**config.mk**
```make
export PLATFORM = sky130hd
export DESIGN_NAME = vis_front
export DESIGN_NICKNAME = d
export VERILOG_FILES = /design/src/hdl/vblank_interval_statistics_macros.svh /design/src/hdl/vis_pkg.sv /design/src/hdl/vis_front.sv
export SDC_FILE = /design/constraint.sdc
export NUM_CORES = 1
export LEC_CHECK = 0
export ABC_CLOCK_PERIOD_IN_PS = 2300
export BUFFER_PORTS_ARGS = -buffer_cell sky130_fd_sc_hd__buf_2
export CAP_MARGIN = 20
export CORE_MARGIN = 2
export CORE_UTILIZATION = 51
export DETAILED_ROUTE_END_ITERATION = 10
export HOLD_SLACK_MARGIN = 0.15
export PLACE_DENSITY = 0.77
export SKIP_CTS_REPAIR_TIMING = 1
export SYNTH_ARGS = -nofsm -noshare
export SYNTH_HDL_FRONTEND = slang
export SYNTH_SLANG_ARGS = --single-unit
export TNS_END_PERCENT = 5
```
**constraint.sdc**
```tcl
create_clock -name clk -period 2.3 [get_ports clk]
set_clock_uncertainty 0.15 [all_clocks]
set_input_delay 0.115 -clock clk [delete_from_list [all_inputs] [get_ports clk]]
set_output_delay 0.115 -clock clk [all_outputs]
set_load 0.005 [all_outputs]
```
**src/hdl/vblank_interval_statistics_macros.svh**
```systemverilog
// ----------------------------------------------------------------------------
// Assertion macros for the vblank interval statistics block
// ----------------------------------------------------------------------------
`ifndef VBLANK_INTERVAL_STATISTICS_MACROS_SVH
`define VBLANK_INTERVAL_STATISTICS_MACROS_SVH
`ifndef SYNTHESIS
// same-cycle implication
`define VIS_ASSERT_IMPL(name, clk, rst_n, ante, cons) \
    name: assert property (@(posedge clk) disable iff (!rst_n) (ante) |-> (cons)) \
        else $error("vis assertion failed");
// next-cycle implication
`define VIS_ASSERT_NEXT(name, clk, rst_n, ante, cons) \
    name: assert property (@(posedge clk) disable iff (!rst_n) (ante) |=> (cons)) \
        else $error("vis assertion failed");
`else
`define VIS_ASSERT_IMPL(name, clk, rst_n, ante, cons)
`define VIS_ASSERT_NEXT(name, clk, rst_n, ante, cons)
`endif
`endif

```
**src/hdl/vis_pkg.sv**
```systemverilog
// ----------------------------------------------------------------------------
// vis_pkg
// Shared types and constants of the vblank interval statistics block.
// ----------------------------------------------------------------------------
`timescale 1ns / 1ps
`default_nettype none
package vis_pkg;

    localparam int TS_W    = 64;
    localparam int DELTA_W = 32;
    localparam int MED_W   = 33;
    localparam int QDEPTH  = 4;
    localparam int QAW     = 2;

    // op codes on the input stream
    localparam logic [1:0] OP_RECORD = 2'd0;
    localparam logic [1:0] OP_REPORT = 2'd1;
    localparam logic [1:0] OP_CLEAR  = 2'd2;

    // command kinds after classification
    localparam logic [1:0] KIND_RECORD = 2'd0;
    localparam logic [1:0] KIND_REPORT = 2'd1;
    localparam logic [1:0] KIND_CLEAR  = 2'd2;

    localparam logic [30:0] RATE_NUM = 31'd2000000000;

    typedef struct packed {
        logic [1:0]      kind;
        logic [TS_W-1:0] stamp;
    } cmd_t;

    typedef struct packed {
        logic        overflowed;
        logic [31:0] reset_total;
        logic        rate_valid;
        logic [29:0] rate_millihertz;
        logic [32:0] median_delta;
        logic [39:0] mean_delta;
        logic [31:0] max_delta;
        logic [31:0] min_delta;
        logic [9:0]  delta_count;
        logic [63:0] last_time;
        logic [63:0] first_time;
        logic [10:0] sample_count;
    } result_t;

endpackage
`default_nettype wire

```
**src/hdl/vis_front.sv**
```systemverilog
// ----------------------------------------------------------------------------
// vis_front
// Accepts input transactions, classifies the op and queues commands.
// ----------------------------------------------------------------------------
`timescale 1ns / 1ps
`default_nettype none
module vis_front (
    input  wire logic          clk,
    input  wire logic          rst_n,
    input  wire logic          s_axis_tvalid,
    output logic               s_axis_tready,
    input  wire logic [63:0]   s_axis_tdata,  // timestamp
    input  wire logic [1:0]    s_axis_tuser,  // op
    input  wire logic          pop,
    output logic               head_valid,
    output vis_pkg::cmd_t      head
);

    import vis_pkg::*;

    cmd_t           q_reg [QDEPTH];
    logic [QAW-1:0] wp_reg;
    logic [QAW-1:0] rp_reg;
    logic [QAW:0]   cnt_reg;
    logic           accept;
    logic           push;
    logic [1:0]     kind;
    logic           known;

    // classify the op; the unused code is dropped here
    always_comb
    begin
        kind  = KIND_RECORD;
        known = 1'b1;
        case (s_axis_tuser)
            OP_RECORD: kind = KIND_RECORD;
            OP_REPORT: kind = KIND_REPORT;
            OP_CLEAR:  kind = KIND_CLEAR;
            default:   known = 1'b0;
        endcase
    end

    assign s_axis_tready = cnt_reg != (QAW+1)'(QDEPTH);
    assign accept        = s_axis_tvalid && s_axis_tready;
    assign push          = accept && known;
    assign head_valid    = cnt_reg != '0;
    assign head          = q_reg[rp_reg];

    // queue pointers and fill level
    always_ff @(posedge clk or negedge rst_n)
    begin
        if (!rst_n)
        begin
            wp_reg  <= '0;
            rp_reg  <= '0;
            cnt_reg <= '0;
        end
        else
        begin
            if (push)
            begin
                wp_reg <= wp_reg + 1'b1;
            end
            if (pop)
            begin
                rp_reg <= rp_reg + 1'b1;
            end
            cnt_reg <= cnt_reg + (QAW+1)'(push) - (QAW+1)'(pop);
        end
    end

    // queue storage
    always_ff @(posedge clk)
    begin
        if (push)
        begin
            q_reg[wp_reg] <= '{kind: kind, stamp: s_axis_tdata};
        end
    end

endmodule
`default_nettype wire

```
==> impl_summary.md, run 1 <==
Floorplan
After floorplanning, the core was sized to cover 19300 um^2. The initial core utilization is 51.5%. The die covers 20600 um^2. The number of placement rows is 51. The floorplan step set the die width to 144 um. The floorplan step set the die height to 144 um. In this run the count of I/O pins placed on the die edge is 138.

Power
The power density over the cells is 1170 nW/um^2. The maximum vdd ir drop is 0.000600 V. The overall power consumption is 0.0148 W. In this run the static leakage power is about 4.4 nW.

Clock network
In this run the clock root is driven by a sky130_fd_sc_hd__clkbuf_16. TritonCTS built the clock tree. The tree built by TritonCTS fans out to about 270 sinks. Clock-pin slew was measured on the worst setup and hold paths at around 0.06 ns. The clock tree buffer depth is 3.

CTS built an H-tree with a depth of 1. The total clock buffers created by CTS is 26. The worst-skew pair later-pin latency is 0.51 ns.

Finish
In the final layout, flip-flops and latches occupy a little over 8000 um^2. The count of filler cells inserted in the layout is 1309. Once layout is complete, the utilization of the core stands at 65.4%. The net count of the finished layout is just under 700.

The post-synthesis to final-layout area growth is 26.9%. The total area of multi-input combinational cells is 1720 um^2. After the flow finishes, the layout carries non-filler instances totaling 900. The share of post-route cells with drive strength above 1 is between 40% and 50%. The register with the most flip-flops in the layout has 264 of them. The number of antenna diodes in the final layout is 0.

Global route
The global-route layer with the greatest usage is met2. Entering global routing, the biggest net connects between 60 and 70 pins. The number of antenna violations at the first check in global routing is 0. The number of global-route vias before repair came to roughly 4700. For this run, global-route usage on met3 was measured as 4.63%. The total routing usage reported by global routing is between 10% and 20%.

The global-route wire length before repair is 26400 um. The global routing usage on met2 is 28.0%. The total overflow left after global routing is 0. The global-route track usage on met1 is 23.2%.

Timing
The final setup violation count is 1. The final critical path time including I/O delays and setup is 2.30 ns. Across all setup checks in the final design, the least slack found is -0.00306 ns. The final count of pins violating max slew is 0. The hold violation total from the final report came to 0.

Setup repair after global routing could not meet its margin everywhere. Derived from the worst setup path, the maximum achievable clock frequency is around 430 MHz. The worst path uses 100% of the clock period. At the pin with the least slew margin, the transition time is 1.02 ns. The worst pin sits at a relative slew slack of 32.1%.

Detailed routing
The remaining antenna violation count is 0. The final layout contains routed wiring with a total length of roughly 18000 um. The pre-antenna-repair detailed-routing pass consisted of 4 iterations. Across all layers, the routed design uses 4659 vias. After the first detailed-routing iteration, the DRC count stood at 291. For this run, design rule violations remaining after detail routing come to 0. The average vias per placed instance is roughly 5.2. In the final routed layout, each cell accounts on average for 20.1 um.

Placed design
The congestion estimate from routability-driven global placement came to 0.711. The total half-perimeter wirelength after legalization and detailed placement is between 10000 and 15000 um. The count of buffers added on input and output ports is 137. The number of placed instances, taps included, is 777.

Critical path
Along the worst path, the maximum fanout reaches 9. The setup path with the least slack is of type reg2out. The setup slack of the most critical reg-to-reg path is 0.02 ns. The required time reported for the critical path endpoint is ~2.0 ns. The path depth of the worst reg2reg path is 9. The worst setup path is launched from a register. The worst register-to-register path ends at cnt_reg[2]$_DFF_PN0_. The arrival time of the worst setup path is between 2 and 2.5 ns.

The worst setup path is captured at an output port. The critical path starts at rp_reg[0]$_DFFE_PN0P_. The worst reg2reg path startpoint is cnt_reg[0]$_DFF_PN0_. Following the worst setup path forward leads to its endpoint at head[2].

Synthesis
Counting flops and latches in the post-synthesis netlist gives between 200 and 300. In the synthesized netlist, the number of instances is 383. The post-synthesis average cell area is ~26 um^2. During synthesis, Yosys emitted a total of 0 warnings.

The post-synthesis sequential area ratio is 81.6%. Synthesis produced a netlist with a net count of 460. The number of distinct library cell variants in the gate-level netlist after synthesis is 20.

The area of the mapped netlist is just under 10000 um^2.

Run status
The final reports fail on setup timing. The run finished, with violations left.

Job
The count of max-cap constraint violations is 0.

Hold path
The path class of the tightest hold or removal check is in2reg.
## worst max-delay path, stage by stage, from the launching register on
cell	delay [ns]
sky130_fd_sc_hd__dfrtp_4	0.54
sky130_fd_sc_hd__buf_6	0.15
sky130_fd_sc_hd__buf_12	0.14
sky130_fd_sc_hd__mux4_2	0.55
sky130_fd_sc_hd__buf_6	0.14
## metrics by stage
stage / TNS, ns / setup slack (ns) / cell area (um^2) / hold WS [ns]
after CTS: -14.59 / -0.199 / 11800 / -0.731
after detailed placement: -3.07 / -0.0298 / 11000 / -0.188
final: -0.00306 / -0.00306 / 12600 / 0.194
after floorplan: 0 / 0.00230 / 9930 / -0.331
after global routing: -22.44 / -0.114 / 12600 / 0.202
after global placement: 0 / 0.0297 / 11000 / -0.195
## kinds of logic after synthesis
| logic type | synth area share, % |
|---|---|
| xor+xnor | 0.441 |
| fa+ha+maj | 0.958 |
| buf+inv | 1.11 |
| flops | 81.6 |
| mux | 15.1 |
| simple gates | 0.731 |
## final cells by class
| class | instances | share of cell area, % |
|---|---|---|
| Clock buffer | 30 | 5.45 |
| Timing Repair Buffer | 222 | 12.7 |
| Clock inverter | 16 | 1.01 |
| Inverter | 6 | 0.179 |
| Tap cell | 265 | 2.63 |
| Sequential cell | 271 | 64.4 |
| Multi-Input combinational cell | 90 | 13.7 |
## layout by cell type, fill, tap and decap left out, drive strengths merged, types with 2 or more instances in the layout
cell type and n:
dfrtp 7, dlygate4sd3 71, clkbuf 30, bufinv 2
ha 6, and2 4, buf 151, xnor2 4
mux4 66, clkinv 13, nor2b 2, edfxtp 264
nand2 2, inv 6
## power by group
group / switching [W] / total, W / internal, W
Combinational: 0.00194 / 0.00414 / 0.00220
Sequential: 0.000276 / 0.00659 / 0.00632
Clock: 0.00167 / 0.00402 / 0.00235
Total: 0.00389 / 0.0148 / 0.0109
## per-layer routing
layer / up-vias / share of wire, %
met4: 0 / 1.9
met1: 2390 / 43
li1: 2099 / -
met5: - / 0
met2: 144 / 50
met3: 26 / 5.5
## worst min-delay path by stage
stage | startpoint | end | slack, ns | depth (start not counted)
3_5_place_dp | rst_n | cnt_reg[2]$_DFF_PN0_ | -0.19 | 1
6_report | s_axis_tdata[39] | q_reg[0][39]$_DFFE_PP_ | 0.19 | 2
3_3_place_gp | rst_n | cnt_reg[0]$_DFF_PN0_ | -0.20 | 1
5_1_grt | s_axis_tdata[29] | q_reg[0][29]$_DFFE_PP_ | 0.20 | 2
2_1_floorplan | rst_n | cnt_reg[0]$_DFF_PN0_ | -0.33 | 0
4_1_cts | rst_n | wp_reg[1]$_DFFE_PN0P_ | -0.73 | 1
## cell usage after synthesis, drive strengths merged
master	number	area share [%]
edfxtp	264	80
mux4	66	15
buf	15	0.84
dfrtp	7	1.8
ha	6	0.76
inv	6	0.23
and2	4	0.30
xnor2	4	0.35
nand2	2	0.076
nor2b	2	0.13
and3	1	0.063
clkbuf	1	0.038
fa	1	0.20
mux2	1	0.15
or3	1	0.076
or3b	1	0.088
xor2	1	0.088
(Power assumes the default switching activity.)
==> inputs of run 2 (changes only) <==
CORE_MARGIN = 3   (was 2)
RECOVER_POWER = 50   (was unset)
==> run 2 against run 1 <==
Compared with the run above: the flow still finishes with violations (setup timing); setup slack got worse by 0.027 ns; first-iteration DRC count fell by 13%; sequential power about the same; worst hold slack better by 0.021 ns; cell area is 0.96% lower; sequential share of layout area grew 0.63 points; critical endpoint is now q_reg[2][40]$_DFFE_PP_.
==> impl_summary.md, run 2 (same netlist as run 1, synthesis figures left out) <==
Timing
The actual transition at the worst max-transition pin is 1.02 ns (about the same). RSZ-0062 raised after global routing: true (unchanged). The final critical path time including I/O delays and setup is 2.33 ns (was 2.30 ns). The final count of pins violating max slew came to 0 (unchanged). The post-route clock period utilization is 101% (was 100%).

The relative slew slack is 32.0% (was 32.1%). The minimum hold slack is 0.215 ns (was 0.194 ns). The final setup violation count is 95 (was 1). The highest clock rate is 429 MHz (was 434 MHz). The hold violation total from the final report is 0 (unchanged).

The final setup slack of the worst path was -0.0301 ns (was -0.00306 ns).

Critical path
The dominant delay contributor by cell family on the critical path is simple AND/OR/NAND/NOR gates (was multiplexers). The setup slack of the most critical reg-to-reg path is -0.03 ns (was 0.02 ns). The launch point of the critical path is cnt_reg[2]$_DFF_PN0_ (was rp_reg[0]$_DFFE_PN0P_). The slowest stage cell on the critical path is sky130_fd_sc_hd__and2_4 (was sky130_fd_sc_hd__mux4_2). The endpoint of the most critical register-to-register path is q_reg[2][40]$_DFFE_PP_ (was cnt_reg[2]$_DFF_PN0_). The type of destination of the critical path was a register (was output port). Ordered list of cells on the worst path: or3b_1 > and3_4 > buf_4 > and2_4 (was buf_6 > buf_12 > mux4_2 > buf_6).

The worst reg2reg path startpoint is cnt_reg[2]$_DFF_PN0_ (was cnt_reg[0]$_DFF_PN0_). The number of gates on the worst path with buffers counted is 4 (unchanged). The type of the setup path with the least slack is reg2reg (was reg2out).

The required time reported for the critical path endpoint is 2.28 ns (was 2.04 ns). The combined buffer and inverter count along the critical path is 1 (was 3). The path depth of the worst reg2reg path came to 4 (was 9). The destination of the critical timing path is q_reg[2][40]$_DFFE_PP_ (was head[2]). The maximum fanout along the worst path came to 66 (was 9). The delay of the slowest critical-path stage was 0.82 ns (was 0.55 ns). The element type at the critical path start was a register (unchanged). The arrival time of the worst setup path is 2.31 ns (was 2.04 ns).

Power
The power density over the cells was 1170 nW/um^2 (about the same). The overall power consumption is 0.0146 W (was 0.0148 W). The leakage power was 4.22 nW (was 4.38 nW). The maximum vdd ir drop was 0.000665 V (was 0.000600 V).

Finish
The most common cell after layout, fill and taps aside is sky130_fd_sc_hd__edfxtp_1 (unchanged). The final cell count without fillers came to 892 (was 900). The number of flip-flops in the largest register is 264 (unchanged). The total number of nets in the final design came to 689 (was 694). The count of filler cells inserted in the layout was 1286 (was 1309). The post-synthesis to final-layout area growth is 25.7% (was 26.9%). The share of post-route cells with drive strength above 1 is 33.6% (was 41.3%). The final design instance area without fill is 12500 um^2 (was 12600 um^2).

Commonest cells after routing, fill and taps aside: sky130_fd_sc_hd__edfxtp_1 (264), sky130_fd_sc_hd__buf_2 (92), sky130_fd_sc_hd__dlygate4sd3_1 (71) (was sky130_fd_sc_hd__edfxtp_1 (264), sky130_fd_sc_hd__buf_2 (136), sky130_fd_sc_hd__dlygate4sd3_1 (71)).

Global route
The maximum number of pins on one net before global-route repair is 67 (unchanged). The number of global-route vias before repair is 4812 (was 4651). The number of antenna violations at the first check in global routing is 1 (was 0).

The total routing usage reported by global routing is 16.8% (was 17.2%). The global-route wire length before repair is 27900 um (was 26400 um). The remaining global-route overflow was 0 (unchanged).

Clock network
The number of H-tree branching levels is 1 (unchanged). The total clock buffers created by CTS is 26 (unchanged). The worst-skew pair later-pin latency is 0.52 ns (was 0.51 ns). The clock-pin transition on the worst setup and hold timing paths is 0.06 ns (about the same). The clock sink total is 271 (unchanged).

The clock tree buffer depth is 3 (unchanged). The cell chosen for the clock root is sky130_fd_sc_hd__clkbuf_16 (unchanged). The clock tree from TritonCTS is built (unchanged).

Hold path
The number of cells on the worst hold path is 2 (unchanged). The worst min-delay path class is in2reg (unchanged).

Floorplan
The core area is 18900 um^2 (was 19300 um^2). The floorplan die area is 21200 um^2 (was 20600 um^2). The initial core utilization is 52.5% (was 51.5%).

The die span in x is 146 um (was 144 um). The I/O pin count was 138 (unchanged). The number of placement rows was 50 (was 51). The vertical extent of the die is 146 um (was 144 um).

Placed design
The cell total after placement is 770 (was 777). The count of buffers inserted at the top-level ports came to 137 (unchanged). The total half-perimeter wirelength after legalization and detailed placement is 10500 um (was 10300 um). The placer's final routability congestion estimate is 0.743 (was 0.711).

The worst setup timing slack at the placement stage is -0.0125 ns (was -0.0298 ns). The total cell area at the placement stage was 11000 um^2 (about the same).

Run status
Outcome: complete, but fails checks (unchanged). Failing checks: setup timing (unchanged).

Detailed routing
The average vias per placed instance was 5.35 (was 5.18). The average detailed-routed wire length per instance was 20.6 um (was 20.1 um). The remaining antenna violation count was 0 (unchanged). The violation count after the first detailed-routing iteration is 254 (was 291).

The via count of the routed design is 4769 (was 4659). The DRC violation count after routing was 0 (unchanged). The first-pass iteration count of the detailed router is 4 (unchanged). The total wire length is 18400 um (was 18100 um).

Job
The count of max-cap constraint violations is 0 (unchanged).
run 2: cell count changes in the layout (fill, tap and decap cells not counted):
cell and change:
sky130_fd_sc_hd__buf_6 -3, sky130_fd_sc_hd__buf_12 -2, sky130_fd_sc_hd__clkbuf_1 +47, sky130_fd_sc_hd__buf_4 -2, sky130_fd_sc_hd__diode_2 +1, sky130_fd_sc_hd__clkinv_1 -1
sky130_fd_sc_hd__buf_2 -44, sky130_fd_sc_hd__clkbuf_16 -1, sky130_fd_sc_hd__buf_16 +1, sky130_fd_sc_hd__clkinv_8 +1
run 2: worst min-delay path by stage:
| stage | start | endpoint | slack (ns) |
|---|---|---|---|
| final | s_axis_tdata[25] | q_reg[0][25]$_DFFE_PP_ | 0.21 |
| after CTS | rst_n | wp_reg[1]$_DFFE_PN0P_ | -0.75 |
| after detailed placement | rst_n | cnt_reg[0]$_DFF_PN0_ | -0.18 |
| after global routing | s_axis_tdata[25] | q_reg[0][25]$_DFFE_PP_ | 0.22 |
| after floorplan | rst_n | cnt_reg[0]$_DFF_PN0_ | -0.33 |
| after global placement | rst_n | cnt_reg[0]$_DFF_PN0_ | -0.20 |
run 2: worst register-to-register path, stage by stage, from the launching register on:
cell,delay (ns)
sky130_fd_sc_hd__dfrtp_1,0.40
sky130_fd_sc_hd__or3b_1,0.20
sky130_fd_sc_hd__and3_4,0.19
sky130_fd_sc_hd__buf_4,0.15
sky130_fd_sc_hd__and2_4,0.82
run 2: final cells by class:
class | count | area [um^2] | share of cell area (%)
well taps | 260 | 325 | 2.61
clock buffers | 31 | 669 | 5.37
clock inverters | 16 | 140 | 1.12
flip-flops and latches | 271 | 8110 | 65.0
multi-input cells | 90 | 1720 | 13.8
inverters | 6 | 22.5 | 0.181
diodes | 1 | 2.50 | 0.0201
repair buffers | 217 | 1480 | 11.9
run 2: routing by layer:
layer,up-vias,track usage (%),share of wire [%]
li1,2091,-,-
met1,2472,23.6,42
met2,174,27.1,50
met3,32,4.17,5.5
met4,0,4.46,2.3
met5,-,0,0
run 2: metrics by stage:
step / TNS, ns / utilization, %
final: -1.24 / 66.0
after floorplan: 0 / -
after CTS: -12.82 / 62.3
after global placement: 0 / 58.0
after detailed placement: -0.846 / 58.0
after global routing: -31.73 / 66.0
run 2: report_power, final:
| group | switching [W] | leakage (nW) | internal, W |
|---|---|---|---|
| logic | 0.00188 | 1.34 | 0.00210 |
| registers | 0.000307 | 2.49 | 0.00632 |
| clock network | 0.00168 | 0.395 | 0.00230 |
| total | 0.00387 | 4.22 | 0.0107 |
==> inputs of run 3 (changes only) <==
ABC_AREA = 1   (was unset)
CORE_UTILIZATION = 52   (was 51)
PLACE_DENSITY = 0.78   (was 0.77)
==> run 3 against run 2 <==
Compared with the run above: the flow now finishes without violations; sequential power shrank 0.9%; clock power grew 5%; combinational power grew 28%; via count grew 40%; routed wire length grew 14%; register-to-register slack gained 0.20 ns; synthesized cell count grew 120%; maximum frequency grew 7.5%; sequential share of layout area shrank 4.4 points; final cell count grew 49%; critical endpoint is now head[30]; largest cell class unchanged.
==> impl_summary.md, run 3 <==
Floorplan
The initial core utilization is 53.3% (was 52.5%). The core area is 20400 um^2 (was 18900 um^2). The vertical extent of the die is 151 um (was 146 um). The floorplan die area was 22700 um^2 (was 21200 um^2). The I/O pin count is 138 (unchanged). The die span in x was 151 um (was 146 um).

The number of placement rows is 52 (was 50).

Placed design
The worst setup timing slack at the placement stage is 0.202 ns (was -0.0125 ns). The total half-perimeter wirelength after legalization and detailed placement was 11500 um (was 10500 um). The count of buffers inserted at the top-level ports is 137 (unchanged). The cell total after placement came to 1205 (was 770). The placer's final routability congestion estimate is 0.744 (was 0.743).

Critical path
The type of destination of the critical path was an output port (was register). The arrival time of the worst setup path was 1.90 ns (was 2.31 ns). The type of the setup path with the least slack is reg2out (was reg2reg).

The maximum fanout along the worst path is 80 (was 66). The required time reported for the critical path endpoint is 2.04 ns (was 2.28 ns). The dominant delay contributor by cell family on the critical path is flip-flops (was simple AND/OR/NAND/NOR gates).

Ordered list of cells on the worst path: buf_16 > a21oi_1 > o21ai_1 > nand2_1 > buf_2 (was or3b_1 > and3_4 > buf_4 > and2_4). The element type at the critical path start is a register (unchanged). The combined buffer and inverter count along the critical path came to 2 (was 1). The slowest stage cell on the critical path is sky130_fd_sc_hd__dfrtp_4 (was sky130_fd_sc_hd__and2_4). The delay of the slowest critical-path stage is 0.58 ns (was 0.82 ns).

Synthesis
Most numerous cell types in the synthesized netlist: sky130_fd_sc_hd__edfxtp_1 (264), sky130_fd_sc_hd__inv_1 (147), sky130_fd_sc_hd__nand2_1 (140) (was sky130_fd_sc_hd__edfxtp_1 (264), sky130_fd_sc_hd__mux4_2 (66), sky130_fd_sc_hd__buf_2 (7), sky130_fd_sc_hd__dfrtp_1 (7)). Ranking of synthesized cells by area: sky130_fd_sc_hd__edfxtp_1 (73%), sky130_fd_sc_hd__inv_1 (5.1%), sky130_fd_sc_hd__nand2_1 (4.8%), sky130_fd_sc_hd__o211ai_1 (4.6%), sky130_fd_sc_hd__a21oi_1 (3.1%) (was sky130_fd_sc_hd__edfxtp_1 (80%), sky130_fd_sc_hd__mux4_2 (15%), sky130_fd_sc_hd__dfrtp_1 (1.8%), sky130_fd_sc_hd__ha_1 (0.76%), sky130_fd_sc_hd__buf_2 (0.35%)). The area of the mapped netlist is 10900 um^2 (was 9930 um^2). The fraction of registers with async set or reset after synthesis is 2.58% (unchanged). The cell type with the highest aggregate area in the netlist is sky130_fd_sc_hd__edfxtp_1 (unchanged). The most used flip-flop cell after synthesis is sky130_fd_sc_hd__edfxtp_1 (unchanged).

The net count after synthesis was 902 (was 460). The post-synthesis sequential area ratio is 74.5% (was 81.6%). The gate count after technology mapping is 825 (was 383).

The number of synthesized flops with an enable pin was 264 (unchanged). The library cell with the highest instance count after synthesis is sky130_fd_sc_hd__edfxtp_1 (unchanged). The number of synthesized register bits came to 271 (unchanged). The number of distinct library cell variants in the gate-level netlist after synthesis is 19 (was 20). The top cell type's share of synthesized area is 72.8% (was 79.9%).

The post-synthesis average cell area is 13.2 um^2 (was 25.9 um^2). The number of synthesis warnings came to 0 (unchanged).

Clock network
The total clock buffers created by CTS is 27 (was 26). The clock-pin transition on the worst setup and hold timing paths is 0.05 ns (was 0.06 ns). The number of H-tree branching levels is 1 (unchanged). The cell chosen for the clock root was sky130_fd_sc_hd__clkbuf_16 (unchanged). The clock sink total is 271 (unchanged). The worst-skew pair later-pin latency is 0.51 ns (was 0.52 ns). The clock tree buffer depth was 3 (unchanged).

The clock tree from TritonCTS is built (unchanged).

Detailed routing
The average vias per placed instance came to 5.01 (was 5.35). The first-pass iteration count of the detailed router is 5 (was 4). The via count of the routed design is 6657 (was 4769). The total wire length is 21000 um (was 18400 um). The average detailed-routed wire length per instance is 15.8 um (was 20.6 um).

The violation count after the first detailed-routing iteration was 366 (was 254). The remaining antenna violation count was 0 (unchanged). The DRC violation count after routing is 0 (unchanged).

Timing
The final setup slack of the worst path was 0.133 ns (was -0.0301 ns). The final count of pins violating max slew is 0 (unchanged). The minimum hold slack is 0.228 ns (was 0.215 ns). The final setup violation count is 0 (was 95). The actual transition at the worst max-transition pin is 0.503 ns (was 1.02 ns). The summed negative setup slack over all endpoints is 0 ns (was -1.24 ns).

The final critical path time including I/O delays and setup is 2.17 ns (was 2.33 ns). The relative slew slack is 66.4% (was 32.0%). RSZ-0062 raised after global routing: false (was true). The hold violation total from the final report came to 0 (unchanged). The post-route clock period utilization came to 94.2% (was 101%). The highest clock rate is 462 MHz (was 429 MHz).

Finish
Commonest cells after routing, fill and taps aside: sky130_fd_sc_hd__edfxtp_1 (264), sky130_fd_sc_hd__inv_1 (147), sky130_fd_sc_hd__nand2_1 (139) (was sky130_fd_sc_hd__edfxtp_1 (264), sky130_fd_sc_hd__buf_2 (92), sky130_fd_sc_hd__dlygate4sd3_1 (71)). The post-route core utilization came to 65.5% (was 66.0%). The final cell count without fillers is 1328 (was 892). The share of post-route cells with drive strength above 1 came to 12.8% (was 33.6%). The number of flip-flops in the largest register came to 264 (unchanged). The most common cell after layout, fill and taps aside is sky130_fd_sc_hd__edfxtp_1 (unchanged). The post-synthesis to final-layout area growth is 22.9% (was 25.7%). The total number of nets in the final design is 1116 (was 689).

Run status
Outcome: finished clean (was complete, but fails checks).

Power
The leakage power is 5.24 nW (was 4.22 nW). The maximum vdd ir drop is 0.000805 V (was 0.000665 V). The power density over the cells is 1180 nW/um^2 (was 1170 nW/um^2).

Hold path
The worst min-delay path class is in2reg (unchanged).

Global route
The number of global-route vias before repair came to 6108 (was 4812). The total routing usage reported by global routing came to 16.8% (about the same). The maximum number of pins on one net before global-route repair is 81 (was 67). The number of antenna violations at the first check in global routing came to 1 (unchanged). The remaining global-route overflow came to 0 (unchanged). The global-route wire length before repair is 30200 um (was 27900 um).

Job
The count of max-cap constraint violations is 0 (unchanged).
-- run 3: cells by family after synthesis --
| kind of cell | synth area share (%) |
|---|---|
| and+or+nand+nor | 5.32 |
| AOI/OAI and AO/OA | 10.7 |
| buffers and inverters | 8.47 |
| DFF | 74.5 |
| adders and majority gates | 0.874 |
| xor gates and xnor gates | 0.161 |
-- run 3: final timing paths --
kind | cells after the start | startpoint | end | slack (ns)
max | 5 | rp_reg[0]$_DFFE_PN0P_ | head[30] | 0.13
min | 3 | pop | rp_reg[0]$_DFFE_PN0P_ | 0.23
max reg2reg | 6 | cnt_reg[1]$_DFF_PN0_ | q_reg[3][56]$_DFFE_PP_ | 0.17
min reg2reg | 1 | cnt_reg[0]$_DFF_PN0_ | cnt_reg[0]$_DFF_PN0_ | 0.35
max in group asynchronous | 3 | rst_n | rp_reg[0]$_DFFE_PN0P_ | 1.29
min in group asynchronous | 3 | rst_n | wp_reg[0]$_DFFE_PN0P_ | 0.42
-- run 3: worst min-delay path, cell delays in order --
cell and delay, ns:
sky130_fd_sc_hd__dlygate4sd3_1 0.52, sky130_fd_sc_hd__buf_2 0.14, sky130_fd_sc_hd__xor2_1 0.07
-- run 3: layout make-up --
type	count	area, um^2
Antenna cell	1	2.50
Clock buffer	35	706
Clock inverter	12	140
Fill cell	1485	7050
Inverter	147	552
Multi-Input combinational cell	362	1890
Sequential cell	271	8110
Tap cell	270	338
Timing Repair Buffer	230	1640
-- run 3: power by group --
| group | switching [W] | internal, W | total, W |
|---|---|---|---|
| registers | 0.000295 | 0.00626 | 0.00656 |
| logic | 0.00308 | 0.00203 | 0.00510 |
| clock network | 0.00167 | 0.00249 | 0.00416 |
-- run 3: per-stage QoR --
stage          area, um^2  total power (W)
2_1_floorplan       10900          0.00992
3_3_place_gp        11900           0.0114
3_5_place_dp        11900           0.0115
4_1_cts             12700           0.0157
5_1_grt             13400           0.0168
6_report            13400           0.0158
-- run 3: routing by layer --
layer,up-vias,track usage (%),wire [um]
li1,3283,-,-
met4,0,4.26,359
met2,142,29.6,11200
met1,3198,21.1,8450
met3,34,3.91,1010
met5,-,0,0
